==> config.mk <==
export PLATFORM = sky130hd
export DESIGN_NAME = pip_vstore
export DESIGN_NICKNAME = d
export VERILOG_FILES = /design/src/rtl/pip_vstore.sv
export SDC_FILE = /design/constraint.sdc
export NUM_CORES = 2
export LEC_CHECK = 0
export ABC_AREA = 0
export BUFFER_PORTS_ARGS = -buffer_cell sky130_fd_sc_hd__buf_2
export CAP_MARGIN = 20
export CORE_ASPECT_RATIO = 1.4
export CORE_MARGIN = 5
export CORE_UTILIZATION = 40
export DETAILED_ROUTE_END_ITERATION = 12
export GPL_TIMING_DRIVEN = 0
export PLACE_DENSITY = 0.58
export SYNTH_ARGS = -nofsm -noshare
export SYNTH_HDL_FRONTEND = slang
export SYNTH_SLANG_ARGS = --single-unit
==> constraint.sdc <==
create_clock -name clock -period 3.7 [get_ports clock]
set_input_delay 0 -clock clock [delete_from_list [all_inputs] [get_ports clock]]
set_output_delay 0 -clock clock [all_outputs]
set_load 0.1 [all_outputs]
==> src/rtl/pip_vstore.sv <==
`default_nettype none

// Vertex memory: one write port, one read port, registered read data.
module pip_vstore #(
   parameter int DEPTH       = 64,
   parameter int ADDR_WIDTH  = 6,
   parameter int COORD_WIDTH = 16
) (
   input  wire logic                          clock,
   input  wire logic                          wr_en,
   input  wire logic [ADDR_WIDTH-1:0]         wr_addr,
   input  wire logic signed [COORD_WIDTH-1:0] wr_x,
   input  wire logic signed [COORD_WIDTH-1:0] wr_y,
   input  wire logic                          rd_en,
   input  wire logic [ADDR_WIDTH-1:0]         rd_addr,
   output logic signed [COORD_WIDTH-1:0]      rd_x,
   output logic signed [COORD_WIDTH-1:0]      rd_y
);

   logic signed [COORD_WIDTH-1:0] mem_x [DEPTH];
   logic signed [COORD_WIDTH-1:0] mem_y [DEPTH];
   logic signed [COORD_WIDTH-1:0] rd_x_ff;
   logic signed [COORD_WIDTH-1:0] rd_y_ff;

   always_ff @(posedge clock) begin
      if (wr_en) begin
         mem_x[wr_addr] <= wr_x;
         mem_y[wr_addr] <= wr_y;
      end
      if (rd_en) begin
         rd_x_ff <= mem_x[rd_addr];
         rd_y_ff <= mem_y[rd_addr];
      end
   end

   assign rd_x = rd_x_ff;
   assign rd_y = rd_y_ff;

endmodule

`default_nettype wire

==> impl_metrics.toml <==
[synthesis]
synth.distinct_cells = 37
synth_area_sq_um = 79010
async_reset_ff_share_pct = 0
postSynthAreaPerCell_sq_um = 23.75
synth_largest_area_cell = "edfxtp_1"
synth_top_flop_cell = "edfxtp_1"
synthTopCellsByArea = "edfxtp_1, mux4_2, mux2i_1"
ys_seq_area_share_pct = 79.06
synth_edf_count = 2080
syn_inst = 3326
synth_warnings = 0
synth-seq-cells = 2080
synth_top_area_share_pct = 79.06
syn_nets = 3373

[timing]
timing.hold.ws_ns = 0.1292
relSlewSlack_pct = 22.59
setup_ws_ns = 0.3336
period_share_pct = 90.98
final_hold_viol_count = 0
skew_ns = 0.07377
drv_slew = 0
setup_viol = 0
rsz0062_at_grt = "no"
post-route-min-period_ns = 3.366
fmax_ghz = 0.2971
worst_pin_slew_ns = 1.161

[global_route]
grt_pass1_vias = 38740
grt_pass1_wl_mm = 321.1
grt_max_degree = 65
antenna_found_initial = 35
grt-ovfl-total = 0
grt.total_usage_pct = 22.66

[cells_and_area]
drive_gt1_share_pct = 29.48
layout.nets = 3779
final_cells = 6520
syn_to_final_growth_pct = 15.88
nFillCells = 16220
post-route-util_pct = 46.46

[critical_path]
cp.arrival_ns = 3.87
start_kind = "input port"
reg2reg_depth = 5
rrSetupSlack_ns = 0.91
cp.required_ns = 4.20
end_kind = "flop"
reg2reg_to = "rd_x[4]"
crit_type = "input port to flop"
worstReg2RegStart = "mem_x[52][4]"
cp_max_fo = 10

[placed_design]
place_ws_ns = -0.4132
hpwl_mm = 158.8
io_buffers = 72
gp_congestion = 0.8766
dp.cells = 6126

[pwr]
leakagePower_uw = 0.02827
switching_share_pct = 22.23
clkPwrFrac_pct = 39.7
p_total_uw = 48520
comb_power_share_pct = 6.4
p_switching_uw = 10780
irDropWorstVdd_mv = 0.3697
seqPwrFrac_pct = 53.9
p_int_uw = 37740
power_density_nw_per_um2 = 530.0

[clock_network]
cts_resized = 0
cts_root_buffer = "clkbuf_16"
clk_pin_slew_ns = 0.07
hold_buffers = 33
cts_buffers = 193
postCtsSetupRepairBufs = 0
tritoncts = "done"
clk_latency_ns = 0.86
htreeDepth = 4
clock_sinks = 2080
cts_buffer_depth = 4

[floorplan]
die_w_um = 385.6
core_area_sq_um = 197000
io_pins = 79
start_util_pct = 40.09
fp.dieH_um = 535.9
dieArea_sq_um = 206600
rows = 193

[min_path]
worstHoldPathType = "input port to flop"
worstHoldStart = "wr_x[1]"
hold_depth = 2
min_to = "mem_x[40][1]"

[drt]
wl_per_cell_um = 36.15
vias_per_cell = 5.907
drt-met1-wl_mm = 85.26
routed_wl_mm = 235.7
vias = 38510
wl_met2_mm = 118.8
post-route-drc-count = 0
drt_pre_antenna_iters = 5
ant_nets = 0
dr.max_layer_used = "met5"
drt_iter0_drc = 4772
route.met3.wl_mm = 18.76

[status]
status = "finished, final reports clean"

[run]
maxCapViolCount = 0
-- cell type report --
type / count / area, sq um / share of cell area (%)
Tap cell: 2632 / 3293 / 3.597
Clock inverter: 109 / 877.1 / 0.9580
Buffer: 185 / 960.9 / 1.050
Clock buffer: 231 / 5057 / 5.524
Timing Repair Buffer: 211 / 2810 / 3.069
Multi-Input combinational cell: 1061 / 16070 / 17.55
Antenna cell: 11 / 27.53 / 0.03007
Sequential cell: 2080 / 62460 / 68.22
-- power by group through the flow --
stage,Combinational (uW),Sequential (uW),Clock (uW)
global placement,2880,26700,0
floorplan,1280,26900,0
detailed placement,3040,26700,0
CTS,3080,26200,19500
finish,3090,26200,19300
global route,3190,26200,20400
-- cells in the final DEF (no fill, tap or decap), types with 17 or more instances in the layout --
cell and instances:
dlygate4sd3_1 33, o22ai_1 40, a21oi_1 34, edfxtp_1 2080, nor2_4 64, clkbuf_16 197, o211ai_1 25, buf_12 94
clkinv_2 38, mux4_2 524, nor2b_1 19, clkinv_1 43, a221oi_1 17, buf_2 130, buf_4 31, clkbuf_1 103
nand2_1 21, a22oi_1 68, buf_1 17, nand3_1 19, mux2i_1 116, nor2_1 18
-- flip-flops by register name, summed over array words and instances (netlist names) --
name   flops
rd_y      16
mem_y   1024
rd_x      16
mem_x   1024
-- critical path, cell delays in order --
cell	delay [ns]
buf_2	0.21
buf_2	0.34
buf_2	0.55
buf_1	0.73
mux4_2	0.43
a22oi_1	0.48
a21oi_1	0.18
a21oi_1	0.72
o211ai_1	0.19
-- kinds of logic (layout without fill, tap and decap cells) --
kind of cell / after synthesis / after routing / share of synthesized area, %
compound gates: 243 / 243 / 2.203
buf+inv: 185 / 736 / 1.212
flops: 2080 / 2080 / 79.06
mux: 650 / 650 / 16.55
other cells: 0 / 11 / 0
simple gates: 168 / 168 / 0.9787
-- synth_stat cells (all sizes together), types with 4 or more instances --
library cell	instances
a211oi	6
a21oi	34
a221oi	17
a22o	13
a22oi	68
a31oi	6
and2	4
buf	115
clkbuf	70
edfxtp	2080
mux2	10
mux2i	116
mux4	524
nand2	21
nand2b	4
nand3	19
nand3b	5
nor2	82
nor2b	19
nor3	6
o211a	7
o211ai	25
o21ai	9
o221ai	12
o22ai	40
-- stage by stage --
stage / TNS (ns) / cell area, sq um
after floorplan: 0 / 79010
after global placement: -1556.46 / 82660
after detailed placement: -4.331 / 85070
after CTS: 0 / 91330
after global routing: 0 / 91540
final: 0 / 91560
-- routing by layer --
layer / vias to the layer above / GRT usage (%)
met5: - / 0
li1: 15170 / -
met1: 20930 / 28.31
met4: 12 / 10.05
met2: 1911 / 38.63
met3: 485 / 4.294
-- worst max-delay path by stage --
stage	start	end	slack, ns	cells after the start
6_report	rd_addr[2]	rd_y[2]	0.33	9
5_1_grt	rd_addr[3]	rd_x[6]	0.43	8
4_1_cts	rd_addr[2]	rd_y[6]	0.43	9
3_5_place_dp	rd_addr[2]	rd_y[2]	-0.41	9
3_3_place_gp	wr_en	mem_y[29][4]	-1.22	4
2_1_floorplan	wr_addr[4]	mem_x[16][0]	1.09	4
(Power assumes the default switching activity.)
